--- src/rtl/core/idl_pkg.sv ---
// Package for the ordered list block: sizes, request and status codes, beat types.
// Used by the interfaces, the sequencer, the top level and the checker.
`timescale 1ns / 1ps

package idl_pkg;

    // Storage sizes.
    localparam int DEPTH       = 16;
    localparam int VALUE_WIDTH = 32;
    localparam int ADDR_W      = $clog2(DEPTH);
    localparam int CNT_W       = $clog2(DEPTH + 1);
    localparam int POS_W       = 8;
    localparam int CMP_W       = (CNT_W > POS_W) ? CNT_W : POS_W;

    // Request codes.
    localparam logic [1:0] REQ_INSERT = 2'd0;
    localparam logic [1:0] REQ_REMOVE = 2'd1;
    localparam logic [1:0] REQ_CLEAR  = 2'd2;

    // Status codes.
    localparam logic [1:0] ST_OK    = 2'd0;
    localparam logic [1:0] ST_EMPTY = 2'd1;
    localparam logic [1:0] ST_FULL  = 2'd2;

    // One request beat.
    typedef struct packed {
        logic [1:0]             req_type;
        logic [POS_W-1:0]       position;
        logic [VALUE_WIDTH-1:0] value_in;
    } t_req;

    // One result beat.
    typedef struct packed {
        logic [VALUE_WIDTH-1:0] value_out;
        logic [1:0]             status;
        logic [CNT_W-1:0]       count;
        logic [VALUE_WIDTH-1:0] front_value;
        logic [VALUE_WIDTH-1:0] back_value;
    } t_result;

    // One access to the entry store.
    typedef struct packed {
        logic                   we;
        logic [ADDR_W-1:0]      waddr;
        logic [VALUE_WIDTH-1:0] wdata;
        logic [ADDR_W-1:0]      raddr;
    } t_ram_req;

endpackage

--- src/rtl/core/idl_if.sv ---
// Valid/ready channel interfaces for the request and result beats.
// Depends on idl_pkg for field widths.
`timescale 1ns / 1ps

interface idl_req_if;
    import idl_pkg::*;

    logic                   valid;
    logic                   ready;
    logic [1:0]             req_type;
    logic [POS_W-1:0]       position;
    logic [VALUE_WIDTH-1:0] value_in;

    modport source (output valid, req_type, position, value_in, input ready);
    modport sink   (input valid, req_type, position, value_in, output ready);
    modport mon    (input valid, ready, req_type, position, value_in);
endinterface

interface idl_rsp_if;
    import idl_pkg::*;

    logic                   valid;
    logic                   ready;
    logic [VALUE_WIDTH-1:0] value_out;
    logic [1:0]             status;
    logic [CNT_W-1:0]       count;
    logic [VALUE_WIDTH-1:0] front_value;
    logic [VALUE_WIDTH-1:0] back_value;

    modport source (output valid, value_out, status, count, front_value, back_value,
                    input ready);
    modport sink   (input valid, value_out, status, count, front_value, back_value,
                    output ready);
    modport mon    (input valid, ready, value_out, status, count, front_value,
                    back_value);
endinterface

--- src/rtl/core/idl_ram.sv ---
// Generic single-write, single-read RAM with a registered read port.
// Stands alone; contents are undefined until written.
`timescale 1ns / 1ps

module idl_ram #(
    parameter int WIDTH = 32,
    parameter int DEPTH = 16
) (
    input  logic                     i_clk,
    input  logic                     i_we,
    input  logic [$clog2(DEPTH)-1:0] i_waddr,
    input  logic [WIDTH-1:0]         i_wdata,
    input  logic [$clog2(DEPTH)-1:0] i_raddr,
    output logic [WIDTH-1:0]         o_rdata
);

    logic [WIDTH-1:0] r_mem [DEPTH];
    logic [WIDTH-1:0] r_rdata;

    // Write port and registered read port.
    always_ff @(posedge i_clk) begin
        if (i_we) begin
            r_mem[i_waddr] <= i_wdata;
        end
        r_rdata <= r_mem[i_raddr];
    end

    assign o_rdata = r_rdata;

endmodule

--- src/rtl/core/idl_ctrl.sv ---
// Sequencer of the ordered list: walks the entry store one move at a time to
// insert, remove and read back the ends. Depends on idl_pkg and drives idl_ram.
`timescale 1ns / 1ps

module idl_ctrl (
    input  logic                          i_clk,
    input  logic                          i_rst_n,
    input  logic                          i_start,
    input  idl_pkg::t_req                 i_req,
    input  logic                          i_slot_free,
    input  logic [idl_pkg::VALUE_WIDTH-1:0] i_rd_data,
    output idl_pkg::t_ram_req             o_ram,
    output logic                          o_idle,
    output logic                          o_done,
    output idl_pkg::t_result              o_result
);
    import idl_pkg::*;

    typedef enum logic [8:0] {
        S_IDLE   = 9'b000000001,
        S_SH_RD  = 9'b000000010,
        S_SH_WR  = 9'b000000100,
        S_RM_RD  = 9'b000001000,
        S_RM_CAP = 9'b000010000,
        S_FRONT  = 9'b000100000,
        S_BACK   = 9'b001000000,
        S_TAIL   = 9'b010000000,
        S_DONE   = 9'b100000000
    } t_state;

    t_state                 r_state, n_state;
    logic                   r_is_ins, n_is_ins;
    logic [CNT_W-1:0]       r_pos, n_pos;
    logic [CNT_W-1:0]       r_idx, n_idx;
    logic [CNT_W-1:0]       r_cnt, n_cnt;
    logic [VALUE_WIDTH-1:0] r_val, n_val;
    logic [VALUE_WIDTH-1:0] r_value_out, n_value_out;
    logic [1:0]             r_status, n_status;
    logic [VALUE_WIDTH-1:0] r_front, n_front;
    logic [VALUE_WIDTH-1:0] r_back, n_back;

    logic [CNT_W-1:0] w_idx_dn;
    logic [CNT_W-1:0] w_idx_up;
    logic [CNT_W-1:0] w_cnt_dn;
    logic [CMP_W-1:0] w_pos_ext;
    logic [CNT_W-1:0] w_ins_pos;
    logic [CNT_W-1:0] w_rm_pos;

    // Neighbor indexes and clamped positions.
    assign w_idx_dn  = r_idx - CNT_W'(1);
    assign w_idx_up  = r_idx + CNT_W'(1);
    assign w_cnt_dn  = r_cnt - CNT_W'(1);
    assign w_pos_ext = CMP_W'(i_req.position);
    assign w_ins_pos = (w_pos_ext > CMP_W'(r_cnt)) ? r_cnt : CNT_W'(w_pos_ext);
    assign w_rm_pos  = (w_pos_ext >= CMP_W'(w_cnt_dn)) ? w_cnt_dn : CNT_W'(w_pos_ext);

    // Next-state logic: one store access per cycle.
    always_comb begin
        n_state     = r_state;
        n_is_ins    = r_is_ins;
        n_pos       = r_pos;
        n_idx       = r_idx;
        n_cnt       = r_cnt;
        n_val       = r_val;
        n_value_out = r_value_out;
        n_status    = r_status;
        n_front     = r_front;
        n_back      = r_back;
        o_ram       = '0;
        o_done      = 1'b0;

        case (r_state)
            S_IDLE: begin
                if (i_start) begin
                    n_val       = i_req.value_in;
                    n_value_out = '0;
                    n_status    = ST_OK;
                    case (i_req.req_type)
                        REQ_INSERT: begin
                            if (r_cnt == CNT_W'(DEPTH)) begin
                                n_status = ST_FULL;
                                n_state  = S_FRONT;
                            end else begin
                                n_is_ins = 1'b1;
                                n_idx    = r_cnt;
                                n_pos    = w_ins_pos;
                                n_state  = S_SH_RD;
                            end
                        end
                        REQ_REMOVE: begin
                            if (r_cnt == '0) begin
                                n_status = ST_EMPTY;
                                n_state  = S_FRONT;
                            end else begin
                                n_is_ins = 1'b0;
                                n_pos    = w_rm_pos;
                                n_state  = S_RM_RD;
                            end
                        end
                        REQ_CLEAR: begin
                            n_cnt   = '0;
                            n_state = S_FRONT;
                        end
                        default: begin
                            n_state = S_FRONT;
                        end
                    endcase
                end
            end
            S_SH_RD: begin
                // Either fetch the next entry to move or finish the command.
                if (r_is_ins) begin
                    if (r_idx > r_pos) begin
                        o_ram.raddr = w_idx_dn[ADDR_W-1:0];
                        n_state     = S_SH_WR;
                    end else begin
                        o_ram.we    = 1'b1;
                        o_ram.waddr = r_pos[ADDR_W-1:0];
                        o_ram.wdata = r_val;
                        n_cnt       = r_cnt + CNT_W'(1);
                        n_state     = S_FRONT;
                    end
                end else begin
                    if (w_idx_up < r_cnt) begin
                        o_ram.raddr = w_idx_up[ADDR_W-1:0];
                        n_state     = S_SH_WR;
                    end else begin
                        n_cnt   = w_cnt_dn;
                        n_state = S_FRONT;
                    end
                end
            end
            S_SH_WR: begin
                o_ram.we    = 1'b1;
                o_ram.waddr = r_idx[ADDR_W-1:0];
                o_ram.wdata = i_rd_data;
                n_idx       = r_is_ins ? w_idx_dn : w_idx_up;
                n_state     = S_SH_RD;
            end
            S_RM_RD: begin
                o_ram.raddr = r_pos[ADDR_W-1:0];
                n_state     = S_RM_CAP;
            end
            S_RM_CAP: begin
                n_value_out = i_rd_data;
                n_idx       = r_pos;
                n_state     = S_SH_RD;
            end
            S_FRONT: begin
                if (r_cnt == '0) begin
                    n_front = '0;
                    n_back  = '0;
                    n_state = S_DONE;
                end else begin
                    o_ram.raddr = '0;
                    n_state     = S_BACK;
                end
            end
            S_BACK: begin
                n_front     = i_rd_data;
                o_ram.raddr = w_cnt_dn[ADDR_W-1:0];
                n_state     = S_TAIL;
            end
            S_TAIL: begin
                n_back  = i_rd_data;
                n_state = S_DONE;
            end
            S_DONE: begin
                if (i_slot_free) begin
                    o_done  = 1'b1;
                    n_state = S_IDLE;
                end
            end
            default: begin
                n_state = S_IDLE;
            end
        endcase
    end

    // Control state is reset; working values are not.
    always_ff @(posedge i_clk) begin
        if (!i_rst_n) begin
            r_state <= S_IDLE;
            r_cnt   <= '0;
        end else begin
            r_state <= n_state;
            r_cnt   <= n_cnt;
        end
        r_is_ins    <= n_is_ins;
        r_pos       <= n_pos;
        r_idx       <= n_idx;
        r_val       <= n_val;
        r_value_out <= n_value_out;
        r_status    <= n_status;
        r_front     <= n_front;
        r_back      <= n_back;
    end

    assign o_idle   = (r_state == S_IDLE);
    assign o_result = '{value_out:   r_value_out,
                        status:      r_status,
                        count:       r_cnt,
                        front_value: r_front,
                        back_value:  r_back};

endmodule

--- src/rtl/core/indexed_deque_list.sv ---
// Ordered list with indexed insert and remove: top level with the result register.
// Depends on idl_pkg, idl_if, idl_ram and idl_ctrl.
//
// Usage:
//   i_req carries one command per beat: insert value_in at position, remove the
//   entry at position, or clear. Positions past the end clamp to the back.
//   o_rsp returns one beat per command with the removed value, status, new
//   count and the front and back values (zero when the list is empty).
//   Commands are taken one at a time; i_req.ready is high only while the
//   sequencer is idle, even if a result still waits in the output register.
//   An insert moves the entries from the position to the back up one place,
//   then writes the new value; a remove reads the entry at the position, then
//   moves the entries behind it down one place. A refused insert, an empty
//   remove, a clear or the unused code moves no entries. The ends are then
//   read back unless the list is empty. The next command can be taken in the
//   same cycle as the result turns valid. Each moved entry is read from the
//   registered-read store and then written back, and the ends are read back
//   one per cycle. Reset empties the list at once; no clearing pass is
//   needed. If the receiver stalls, the result is held and the next command
//   may still be taken, but its result waits until the output register frees up.
`timescale 1ns / 1ps

module indexed_deque_list (
    input  logic    i_clk,
    input  logic    i_rst_n,
    idl_req_if.sink   i_req,
    idl_rsp_if.source o_rsp
);
    import idl_pkg::*;

    t_req                   w_req;
    t_ram_req               w_ram;
    t_result                w_result;
    logic [VALUE_WIDTH-1:0] w_rd_data;
    logic                   w_idle;
    logic                   w_done;
    logic                   w_start;
    logic                   w_slot_free;
    logic                   r_out_valid;
    t_result                r_out;

    // Request handshake.
    assign w_req       = '{req_type: i_req.req_type, position: i_req.position,
                           value_in: i_req.value_in};
    assign i_req.ready = w_idle;
    assign w_start     = i_req.valid && w_idle;
    assign w_slot_free = !r_out_valid || o_rsp.ready;

    idl_ctrl u_ctrl (
        .i_clk       (i_clk),
        .i_rst_n     (i_rst_n),
        .i_start     (w_start),
        .i_req       (w_req),
        .i_slot_free (w_slot_free),
        .i_rd_data   (w_rd_data),
        .o_ram       (w_ram),
        .o_idle      (w_idle),
        .o_done      (w_done),
        .o_result    (w_result)
    );

    idl_ram #(
        .WIDTH (VALUE_WIDTH),
        .DEPTH (DEPTH)
    ) u_ram (
        .i_clk   (i_clk),
        .i_we    (w_ram.we),
        .i_waddr (w_ram.waddr),
        .i_wdata (w_ram.wdata),
        .i_raddr (w_ram.raddr),
        .o_rdata (w_rd_data)
    );

    // Output register holds a result beat until the receiver takes it.
    always_ff @(posedge i_clk) begin
        if (!i_rst_n) begin
            r_out_valid <= 1'b0;
        end else if (w_done) begin
            r_out_valid <= 1'b1;
        end else if (o_rsp.ready) begin
            r_out_valid <= 1'b0;
        end
        if (w_done) begin
            r_out <= w_result;
        end
    end

    assign o_rsp.valid       = r_out_valid;
    assign o_rsp.value_out   = r_out.value_out;
    assign o_rsp.status      = r_out.status;
    assign o_rsp.count       = r_out.count;
    assign o_rsp.front_value = r_out.front_value;
    assign o_rsp.back_value  = r_out.back_value;

endmodule

--- src/flat_wrapper.sv ---
// flat-port wrapper written by rule: the top's interface ports become plain ports
module indexed_deque_list_flat import idl_pkg::*;
  (i_clk, i_rst_n, i_req_valid, i_req_req_type, i_req_position, i_req_value_in, i_req_ready, o_rsp_valid, o_rsp_value_out, o_rsp_status, o_rsp_count, o_rsp_front_value, o_rsp_back_value, o_rsp_ready);
  idl_req_if i_req_i ();
  idl_rsp_if o_rsp_i ();
  input  logic i_clk;
  input  logic i_rst_n;
  input wire logic [$bits(i_req_i.valid)-1:0] i_req_valid;
  input wire logic [$bits(i_req_i.req_type)-1:0] i_req_req_type;
  input wire logic [$bits(i_req_i.position)-1:0] i_req_position;
  input wire logic [$bits(i_req_i.value_in)-1:0] i_req_value_in;
  output wire logic [$bits(i_req_i.ready)-1:0] i_req_ready;
  output wire logic [$bits(o_rsp_i.valid)-1:0] o_rsp_valid;
  output wire logic [$bits(o_rsp_i.value_out)-1:0] o_rsp_value_out;
  output wire logic [$bits(o_rsp_i.status)-1:0] o_rsp_status;
  output wire logic [$bits(o_rsp_i.count)-1:0] o_rsp_count;
  output wire logic [$bits(o_rsp_i.front_value)-1:0] o_rsp_front_value;
  output wire logic [$bits(o_rsp_i.back_value)-1:0] o_rsp_back_value;
  input wire logic [$bits(o_rsp_i.ready)-1:0] o_rsp_ready;
  assign i_req_i.valid = i_req_valid;
  assign i_req_i.req_type = i_req_req_type;
  assign i_req_i.position = i_req_position;
  assign i_req_i.value_in = i_req_value_in;
  assign i_req_ready = i_req_i.ready;
  assign o_rsp_valid = o_rsp_i.valid;
  assign o_rsp_value_out = o_rsp_i.value_out;
  assign o_rsp_status = o_rsp_i.status;
  assign o_rsp_count = o_rsp_i.count;
  assign o_rsp_front_value = o_rsp_i.front_value;
  assign o_rsp_back_value = o_rsp_i.back_value;
  assign o_rsp_i.ready = o_rsp_ready;
  indexed_deque_list u_core (.i_clk(i_clk), .i_rst_n(i_rst_n), .i_req(i_req_i), .o_rsp(o_rsp_i));
endmodule
--- config.mk ---
export PLATFORM = sky130hd
export DESIGN_NAME = indexed_deque_list_flat
export DESIGN_NICKNAME = d
export VERILOG_FILES = /design/src/rtl/core/idl_pkg.sv /design/src/rtl/core/idl_if.sv /design/src/rtl/core/idl_ram.sv /design/src/rtl/core/idl_ctrl.sv /design/src/rtl/core/indexed_deque_list.sv /design/src/flat_wrapper.sv
export SDC_FILE = /design/constraint.sdc
export NUM_CORES = 1
export LEC_CHECK = 0
export BUFFER_PORTS_ARGS = -buffer_cell sky130_fd_sc_hd__clkbuf_2
export CAP_MARGIN = 20
export CORE_MARGIN = 1
export CORE_UTILIZATION = 55
export DETAILED_ROUTE_END_ITERATION = 10
export GPL_TIMING_DRIVEN = 0
export PLACE_DENSITY = 0.77
export SETUP_SLACK_MARGIN = 0.3
export SLEW_MARGIN = 20
export SYNTH_ARGS = -nofsm -noshare
export SYNTH_HDL_FRONTEND = slang
export SYNTH_HIERARCHICAL = 1
export SYNTH_SLANG_ARGS = --single-unit
--- constraint.sdc ---
create_clock -name i_clk -period 9.4 [get_ports i_clk]
set_input_delay 2.82 -clock i_clk [delete_from_list [all_inputs] [get_ports i_clk]]
set_output_delay 2.82 -clock i_clk [all_outputs]
set_load 0.05 [all_outputs]
* Yosys cells after proc, flatten, opt, wreduce, memory -nomap -nowiden *
Memories as Yosys holds them, arrays and structs flattened. A register that Yosys moved wholly into a read port is not among the register bits.
Index checks and enable logic that the tools add are counted.

word-level totals
  flip-flop bits (word level) = 259
  latch bits = 0
  bits in writable memories = 512
  memory bits (read-only) = 0
  output and inout port bits = 105
  memories = 1

operators by class
  $add $sub $neg = 4
  multipliers = 0
  div/mod/pow operators = 0
  order comparisons = 4
  eq/ne operators = 22
  shifts and indexed selects = 0
  mux-type cells = 50
  bitwise logic cells = 0
  reduce and logical (&&, ||, !) cells = 21

memories
  memory              depth  width  read ports  clocked after memory_dff  write ports  RTL line       source
  u_core.u_ram.r_mem  16     32     1           1                         1            idl_ram.sv:17  logic [WIDTH-1:0] r_mem [DEPTH];

operators with widths
  operator                                          count
  one-hot mux 32 bit (2 select lines)               3
  2-to-1 mux 37 bit                                 2
  one-hot mux 37 bit (2 select lines)               1
  one-hot mux 9 bit (8 select lines)                1
  2-to-1 mux 5 bit                                  13
  2-to-1 mux 32 bit                                 2
  2-to-1 mux 9 bit                                  4
  2-to-1 mux 6 bit                                  4
  one-hot mux 5 bit (2 select lines)                2
  one-hot mux 9 bit (2 select lines)                1
  inequality test 2 bit, second input constant      8
  one-hot mux 5 bit (3 select lines)                1
  2-to-1 mux 4 bit                                  3
  one-hot mux 4 bit (3 select lines)                1
  nonzero test 2 bit                                6
  adder 5 x 1 -> 5 bit, second input constant       2
  AND reduction 2 bit                               5
  AND reduction 5 bit                               2
  subtractor 5 x 1 -> 5 bit, second input constant  2
  == test 9 x 1 -> 1 bit, second input constant     1
  == test 9 x 2 -> 1 bit, second input constant     1
  == test 9 x 3 -> 1 bit, second input constant     1
  == test 9 x 4 -> 1 bit, second input constant     1
  == test 9 x 5 -> 1 bit, second input constant     1
  other kinds (24)                                  33

* Logic depth before layout (Yosys ltp) *
Gate-level depths: netlist of the first run.

  depth after elaboration = 6
  depth in mapped cells = 14

* Hierarchy *
The synthesis of the first run kept the hierarchy.

modules (own cells, without submodules)
  module              instances  cells an instance  area each (µm²)
  idl_ram             1          838                19835.3
  idl_ctrl            1          546                7088.0
  indexed_deque_list  1          108                3148.0

* Worst setup path before layout of the first run *
Ideal clock, no wire load.

  kind = input -> register
  start = in o_rsp_ready
  end = reg u_core.r_out_valid, in the netlist u_core/o_rsp.valid
  setup time = 0.075 ns
  data arrival time = 7.784 ns
  data required time = 9.325 ns
  path slack = 1.541 ns
  stages = 5
  path buffers = 0
  cells stage by stage = nand2b_4 inv_1 nor2_1 inv_1 a21boi_2

on the way
  cells in the longest elaborated chain, start to end = 4
  elaborated cells between the ends (all ways) = 5

ends and longest elaborated chain
  element                                                        RTL line                  source
  from (decl)                                                    flat_wrapper.sv:19        input wire logic [$bits(o_rsp_i.ready)-1:0] o_rsp_ready;
  logical OR 1 bit (*)                                           indexed_deque_list.sv:47  assign w_slot_free = !r_out_valid || o_rsp.ready;
  2-to-1 mux 1 bit (*)                                           idl_ctrl.sv:169           if (i_slot_free) begin
  2-to-1 mux 1 bit (*)                                           idl_ctrl.sv:72            case (r_state)
  named net u_core.w_done                                        indexed_deque_list.sv:36  logic w_done;
  2-to-1 mux 1 bit / nonzero test 2 bit (equally long branches)  n/a
  to (signal assigned)                                           indexed_deque_list.sv:77  r_out_valid <= 1'b0;
  to (signal assigned)                                           indexed_deque_list.sv:79  r_out_valid <= 1'b1;
  to (signal assigned)                                           indexed_deque_list.sv:81  r_out_valid <= 1'b0;
  to (decl)                                                      indexed_deque_list.sv:39  logic r_out_valid;

Mark *: on every way through the listed nets, which the timed path passes. The rest lies on a longest branch.
A chain may end at the register's enable or synchronous reset.

==> results.toml, run 1 <==
[worst_setup_path]
crit_path_start_kind = "register"
reg2reg_setup_slack_ns = 4.03
arrival_ns = 5.67
crit_type = "reg2reg"
r2r-start = "u_core/u_ctrl/r_state[7]"
endpoint_kind = "register"
r2r-end = "u_core/u_ram/r_mem[12][13]"
cp_max_fo = 10
cp.required_ns = 9.70
r2r_cells = 12

[die]
fp.dieW_um = 236
io_pins = 151
dieArea_sq_mm = 0.0556
rows = 85
coreArea_sq_mm = 0.0539
start_util = 0.558
die_height_um = 236

[yosys]
synth_area_sq_mm = 0.0301
synth_edf_count = 756
ys_ff_latch = 803
synthDistinctLibCells = 58
synth_area_leaders = "edfxtp_1, mux4_2, dfxtp_1"
yosys_warnings = 6
yosys.area.top_type = "edfxtp_1"
syn_inst = 1492
async_reset_ff_frac = 0
syn_nets = 1561
synth_area_per_cell_sq_um = 20.2
synth_top_cell_area_share = 0.755
yosysSeqAreaShare = 0.786
synth_ff_type = "edfxtp_1"

[grt]
grtUsageTotal = 0.255
grt-ovfl-total = 0
grt_max_degree = 31
grt_pass1_vias = 15900
antenna_found_initial = 0
grt_pass1_wl_mm = 102

[route]
vias = 15700
initialDrtViolationCount = 2158
routed_wirelength_mm = 69.3
via_per_inst = 6.22
routedWlPerCell_um = 27.4
dr.pass1.iters = 8
postRouteAntennaNets = 0
drc = 0

[cts]
cts.sinks = 803
cts_tree = "built"
root_buffer = "clkbuf_16"
cts_buffers = 79
insertion_delay_ns = 0.63
cts.path.max_buffers = 3
cts_hold_repair.buffers = 0
ctsResizeCount = 0
htree_levels = 3
path_clk_slew_ns = 0.06
cts_setup_buffers = 0

[place]
place_congestion = 0.854
placed_area_sq_mm = 0.0324
placedCellCount = 2379
dp_hpwl_mm = 44.3
io_buffers = 150

[hold_path]
hold_start = "u_core/u_ctrl/r_value_out[13]"
min_to = "u_core/o_rsp.value_out[13]"
hp-class = "reg2reg"
hold_path_depth = 0

[sta]
tightest_slew_ns = 1.11
setup_violations = 0
max-slew-margin-rel = 0.257
finalCriticalPeriod_ns = 5.37
hold_violations = 0
final-max-slew-violation-count = 0
max_freq_ghz = 0.186
skew_ns = 0.0244
rsz0062_at_grt = "no"
tns_ns = 0
min_period_over_period = 0.571

[finish]
antenna-diode-count = 0
drive_above_1_share = 0.266
final_cells = 2527
area_delta_synth_final_pct = 16.4
fin_util = 0.649
stdcell_area_sq_mm = 0.0350
final_nets = 1833

[pwr]
max-vdd-ir-drop_uv = 159
p_leak_nw = 10.4
p_total_w = 0.00755
p_per_area_mw_per_mm2 = 216

[run]
maxCapViolCount = 0

[outcome]
status = "completed"
cells in the mapped netlist (2+ instances only):
cell,count
nand4_1,3
nand3_1,6
clkbuf_1,42
nand3b_1,3
o21bai_1,2
o221ai_1,4
a22o_1,34
mux4_2,128
o211ai_1,2
a21o_1,3
o31a_1,2
a21boi_0,2
o21ai_0,10
and2_1,71
a31oi_1,2
a211o_1,2
nor2b_1,7
buf_6,4
o21a_1,2
nand2b_4,2
dfxtp_1,47
nor3_1,15
xnor2_1,9
inv_1,20
edfxtp_1,756
nor2_1,45
and3_1,33
xor2_1,5
or3_1,3
a22oi_1,65
o21ai_1,9
nor4_1,2
buf_1,10
a221o_1,9
nand2_1,54
nand2b_1,11
a21oi_1,9
buf_4,9
buf_2,9
ha_1,23
worst max path at each step:
stage	start	slack, ns	endpoint
floorplan	o_rsp_ready	1.54	u_core/o_rsp.valid
global placement	o_rsp_ready	0.17	u_core/o_rsp.back_value[12]
detailed placement	u_core/u_ctrl/r_state[7]	4.26	u_core/u_ram/r_mem[4][18]
CTS	u_core/u_ctrl/r_state[7]	4.20	u_core/u_ram/r_mem[4][18]
global route	u_core/u_ctrl/r_state[7]	4.03	u_core/u_ram/r_mem[4][18]
finish	u_core/u_ctrl/r_state[7]	4.03	u_core/u_ram/r_mem[12][13]
power breakdown:
group          internal (W)  switching, W  leakage, nW
sequential          0.00404     0.0000577         6.24
combinational     0.0000939      0.000228         2.86
clock               0.00181       0.00132         1.27
routing by layer:
| metal | track usage | vias up | share of wire |
|---|---|---|---|
| li1 | - | 6599 | - |
| met1 | 0.344 | 7955 | 0.38 |
| met2 | 0.407 | 1035 | 0.48 |
| met3 | 0.0625 | 129 | 0.11 |
| met4 | 0.0897 | 0 | 0.028 |
| met5 | 0 | - | 0 |
sequential cells by signal, indices dropped and copies added, names as in the netlist, 2 cells and up:
name and count:
u_core/u_ctrl/r_status 2, u_core/u_ctrl/r_val 32, u_core/u_ctrl/r_back 32, u_core/u_ctrl/r_value_out 32
u_core/o_rsp.back_value 32, u_core/u_ctrl/r_front 32, u_core/u_ctrl/r_idx 5, u_core/u_ctrl/r_pos 5
u_core/u_ram/r_mem 512, u_core/o_rsp.count 5, u_core/u_ram/o_rdata 32, u_core/u_ctrl/r_state 9
u_core/o_rsp.value_out 32, u_core/o_rsp.front_value 32, u_core/o_rsp.status 2, u_core/u_ctrl/r_cnt 5
placed cells by master (no fill, tap or decap), types with 19 or more instances in the layout:
cell type    n
and2_1      71
a22o_1      34
clkbuf_2   150
clkbuf_16   81
inv_1       19
nand2_1     54
dfxtp_1     47
mux4_2     128
and3_1      33
buf_4       26
ha_1        23
edfxtp_1   756
nor2_1      32
a22oi_1     65
clkbuf_1    63
through the flow:
| step | hold WS [ns] | worst slack, ns |
|---|---|---|
| 2_1_floorplan | 0.400 | 1.54 |
| 3_3_place_gp | 0.401 | 0.172 |
| 3_5_place_dp | 0.405 | 4.26 |
| 4_1_cts | 0.404 | 4.20 |
| 5_1_grt | 0.406 | 4.03 |
| 6_report | 0.405 | 4.03 |
cells by family (layout without fill, tap and decap cells):
| kind of cell | Yosys count | count (layout) | share of synthesized area |
|---|---|---|---|
| flip-flops | 803 | 803 | 0.786 |
| multiplexers | 129 | 129 | 0.0962 |
| XOR/XNOR | 14 | 14 | 0.00408 |
| AO/OA/AOI/OAI | 165 | 165 | 0.0422 |
| AND/OR/NAND/NOR | 264 | 264 | 0.0475 |
| buffers and inverters | 94 | 433 | 0.0142 |
| adder cells (fa/ha/maj) | 23 | 23 | 0.00957 |
area by class of cell:
class                           count  area (sq um)
Sequential cell                   803         23600
Timing Repair Buffer              191          1330
Clock inverter                     33           313
Inverter                           20          75.1
Tap cell                          696           871
Fill cell                        3357         18900
Buffer                             74           353
Multi-Input combinational cell    595          6140
Clock buffer                      115          2280
worst max-delay path, cell delays in order (launching register included):
cell	delay, ns
dfxtp_1	0.37
or3_4	0.42
nor2b_1	0.16
nor2b_1	0.13
buf_2	0.25
and2_1	0.16
clkbuf_1	0.71
clkbuf_1	0.89
a22o_1	0.38
nand3_1	0.34
nor3_2	0.76
buf_6	0.24
buf_4	0.21
No activity file was read; power rests on OpenSTA's default activity.
==> inputs of run 2 (changes only) <==
--- a/config.mk
+++ b/config.mk
@@ -5,13 +5,14 @@
 export SDC_FILE = /design/constraint.sdc
 export NUM_CORES = 1
 export LEC_CHECK = 0
+export ABC_AREA = 1
 export BUFFER_PORTS_ARGS = -buffer_cell sky130_fd_sc_hd__clkbuf_2
 export CAP_MARGIN = 20
 export CORE_MARGIN = 1
 export CORE_UTILIZATION = 55
 export DETAILED_ROUTE_END_ITERATION = 10
 export GPL_TIMING_DRIVEN = 0
-export PLACE_DENSITY = 0.77
+export PLACE_DENSITY = 0.79
 export SETUP_SLACK_MARGIN = 0.3
 export SLEW_MARGIN = 20
 export SYNTH_ARGS = -nofsm -noshare
==> constraint.sdc (replaced) <==
create_clock -name i_clk -period 4.6 [get_ports i_clk]
set_input_delay 1.38 -clock i_clk [delete_from_list [all_inputs] [get_ports i_clk]]
set_output_delay 1.38 -clock i_clk [all_outputs]
set_load 0.05 [all_outputs]
==> results.toml, run 2 <==
[sta]
skew_ns = 0.0325
whs_ns = 0.415
rsz0062_at_grt = "no"
final-max-slew-violation-count = 0
min_period_over_period = 0.903
setup_violations = 0
max-slew-margin-rel = 0.294
max_freq_ghz = 0.241
worst_slack_ns = 0.447
tightest_slew_ns = 1.06
finalCriticalPeriod_ns = 4.15
hold_violations = 0

[cts]
cts.sinks = 803
cts.path.max_buffers = 3
ctsResizeCount = 0
cts_buffers = 78
insertion_delay_ns = 0.64
root_buffer = "clkbuf_16"
cts_setup_buffers = 0
htree_levels = 3
path_clk_slew_ns = 0.07
cts_tree = "built"
cts_hold_repair.buffers = 0

[yosys]
yosys_warnings = 6
yosys.area_share.simple = 0.173
syn_nets = 2988
synthAdderAreaFrac = 0.00865
synth_compound_area_frac = 0.0209
muxShareOfSynthArea = 0
yosysSeqAreaShare = 0.711
synthTopCellsByCount = "nand2_1, edfxtp_1, inv_1"
synthDistinctLibCells = 41
synth_area_sq_mm = 0.0333
syn_inst = 2919
synth_top_cell_area_share = 0.683
yosys.area_share.xor_xnor = 0.00263
ys_ff_latch = 803
synth_area_per_cell_sq_um = 11.4
synth_most_common_cell = "nand2_1"
yosys.area.top_type = "edfxtp_1"
async_reset_ff_frac = 0
synth_top_family_by_area = "simple AND/OR/NAND/NOR gates"
synth_area_leaders = "edfxtp_1, nand2_1, nand3_1"
synth_edf_count = 756
synth_ff_type = "edfxtp_1"

[finish]
drive_above_1_share = 0.149
nFillCells = 4024
final_common_cell = "nand2_1"
regMostFlops = "u_core/u_ram/r_mem"
layout_common_cells = "nand2_1, edfxtp_1, inv_1"
area_delta_synth_final_pct = 14.9
final_nets = 3245
stdcell_area_sq_mm = 0.0382
largest_register_ffs = 512
fin_util = 0.644

[route]
routed_wirelength_mm = 89.3
postRouteAntennaNets = 0
drc = 0
initialDrtViolationCount = 3352
vias = 22900
dr.pass1.iters = 6
via_per_inst = 5.70
routedWlPerCell_um = 22.3

[pwr]
p_per_area_mw_per_mm2 = 417
p_leak_nw = 15.9
max-vdd-ir-drop_uv = 252
p_total_w = 0.0159

[grt]
grt_max_degree = 33
grt_pass1_vias = 22000
grtUsageTotal = 0.293
grt-ovfl-total = 0
antenna_found_initial = 1
grt_pass1_wl_mm = 130

[die]
io_pins = 151
fp.dieW_um = 248
rows = 89
coreArea_sq_mm = 0.0594
die_height_um = 248
start_util = 0.560
dieArea_sq_mm = 0.0615

[place]
place_congestion = 0.901
dp_hpwl_mm = 58.3
placed_area_sq_mm = 0.0356
dp_worst_setup_slack_ns = 0.496
io_buffers = 150

[worst_setup_path]
crit_type = "reg2reg"
r2r-start = "u_core/u_ctrl/r_idx[2]"
crit_start = "u_core/u_ctrl/r_idx[2]"
crit_path_start_kind = "register"
endpoint_kind = "register"
arrival_ns = 4.67
cp_max_fo = 10
cp.required_ns = 5.11

[hold_path]
hp-class = "reg2reg"
hold_start = "u_core/u_ctrl/r_front[23]"

[run]
maxCapViolCount = 0

[outcome]
status = "completed"
==> run 2: cell types whose count changed after synthesis, moves of 32 or more <==
| cell | before | now |
|---|---|---|
| nand2_1 | 54 | 763 |
| inv_1 | 20 | 503 |
| nand3_1 | 6 | 411 |
| mux4_2 | 128 | 0 |
| nor2_1 | 45 | 140 |
| and2_1 | 71 | 0 |
| a22oi_1 | 65 | 1 |
| buf_2 | 9 | 57 |
| a22o_1 | 34 | 0 |
| and3_1 | 33 | 1 |
| clkbuf_1 | 42 | 10 |
==> run 2: critical path, cell delays in order (launching register included) <==
cell	delay (ns)
edfxtp_1	0.43
inv_1	0.13
nor3_1	0.24
xor2_1	0.28
ha_1	0.30
nand2_1	0.07
nor2_1	0.04
o21ai_1	0.06
nand4_1	0.12
nand2_1	0.17
nand2_1	0.20
o21bai_1	0.42
buf_2	0.36
buf_1	0.76
nand3_1	0.20
nand3_1	0.16
nand2_1	0.09
==> run 2: report_power, final <==
part           switching (W)  internal (W)  leakage (nW)
Sequential          0.000103       0.00840          6.22
Clock                0.00270       0.00375          1.26
Combinational       0.000738      0.000225          8.45
==> run 2: kinds of logic (layout without fill, tap and decap cells) <==
| group | Yosys count | after routing |
|---|---|---|
| and+or+nand+nor | 1356 | 1356 |
| DFF | 803 | 803 |
| buffers and inverters | 644 | 964 |
| AOI/OAI and AO/OA | 83 | 83 |
| adders and majority gates | 23 | 23 |
| xor gates and xnor gates | 10 | 10 |
| other | 0 | 1 |
==> run 2: final cells by class <==
class	count	area, sq um	area share
clock buffer	96	2090	0.0548
multi-input combinational	1472	7000	0.183
inverter	518	1970	0.0515
tap	773	967	0.0253
timing repair buffer	177	1220	0.0320
sequential	803	23600	0.619
buffer	126	853	0.0223
antenna	1	2.50	0.0000655
clock inverter	47	477	0.0125
==> run 2: per-stage QoR <==
stage | instances | TNS [ns]
floorplan | 2919 | -62.36
global placement | 3842 | -593.61
detailed placement | 3868 | 0
CTS | 4011 | 0
global route | 4012 | 0
finish | 4013 | 0
==> run 2: path summary, 6_finish.rpt <==
check	end	slack [ns]	depth (start not counted)
setup / recovery	u_core/u_ram/o_rdata[3]	0.45	16
hold / removal	u_core/o_rsp.front_value[23]	0.42	0
setup reg to reg	u_core/u_ram/o_rdata[3]	0.45	16
hold reg to reg	u_core/o_rsp.front_value[23]	0.42	0
==> run 2: metal layers <==
metal	wire length, um	track usage	part of all wire	vias to the layer above
li1	-	-	-	10100
met1	30300	0.358	0.34	10700
met2	42000	0.476	0.47	1752
met3	12200	0.0718	0.14	321
met4	4800	0.167	0.054	0
met5	0	0	0	-
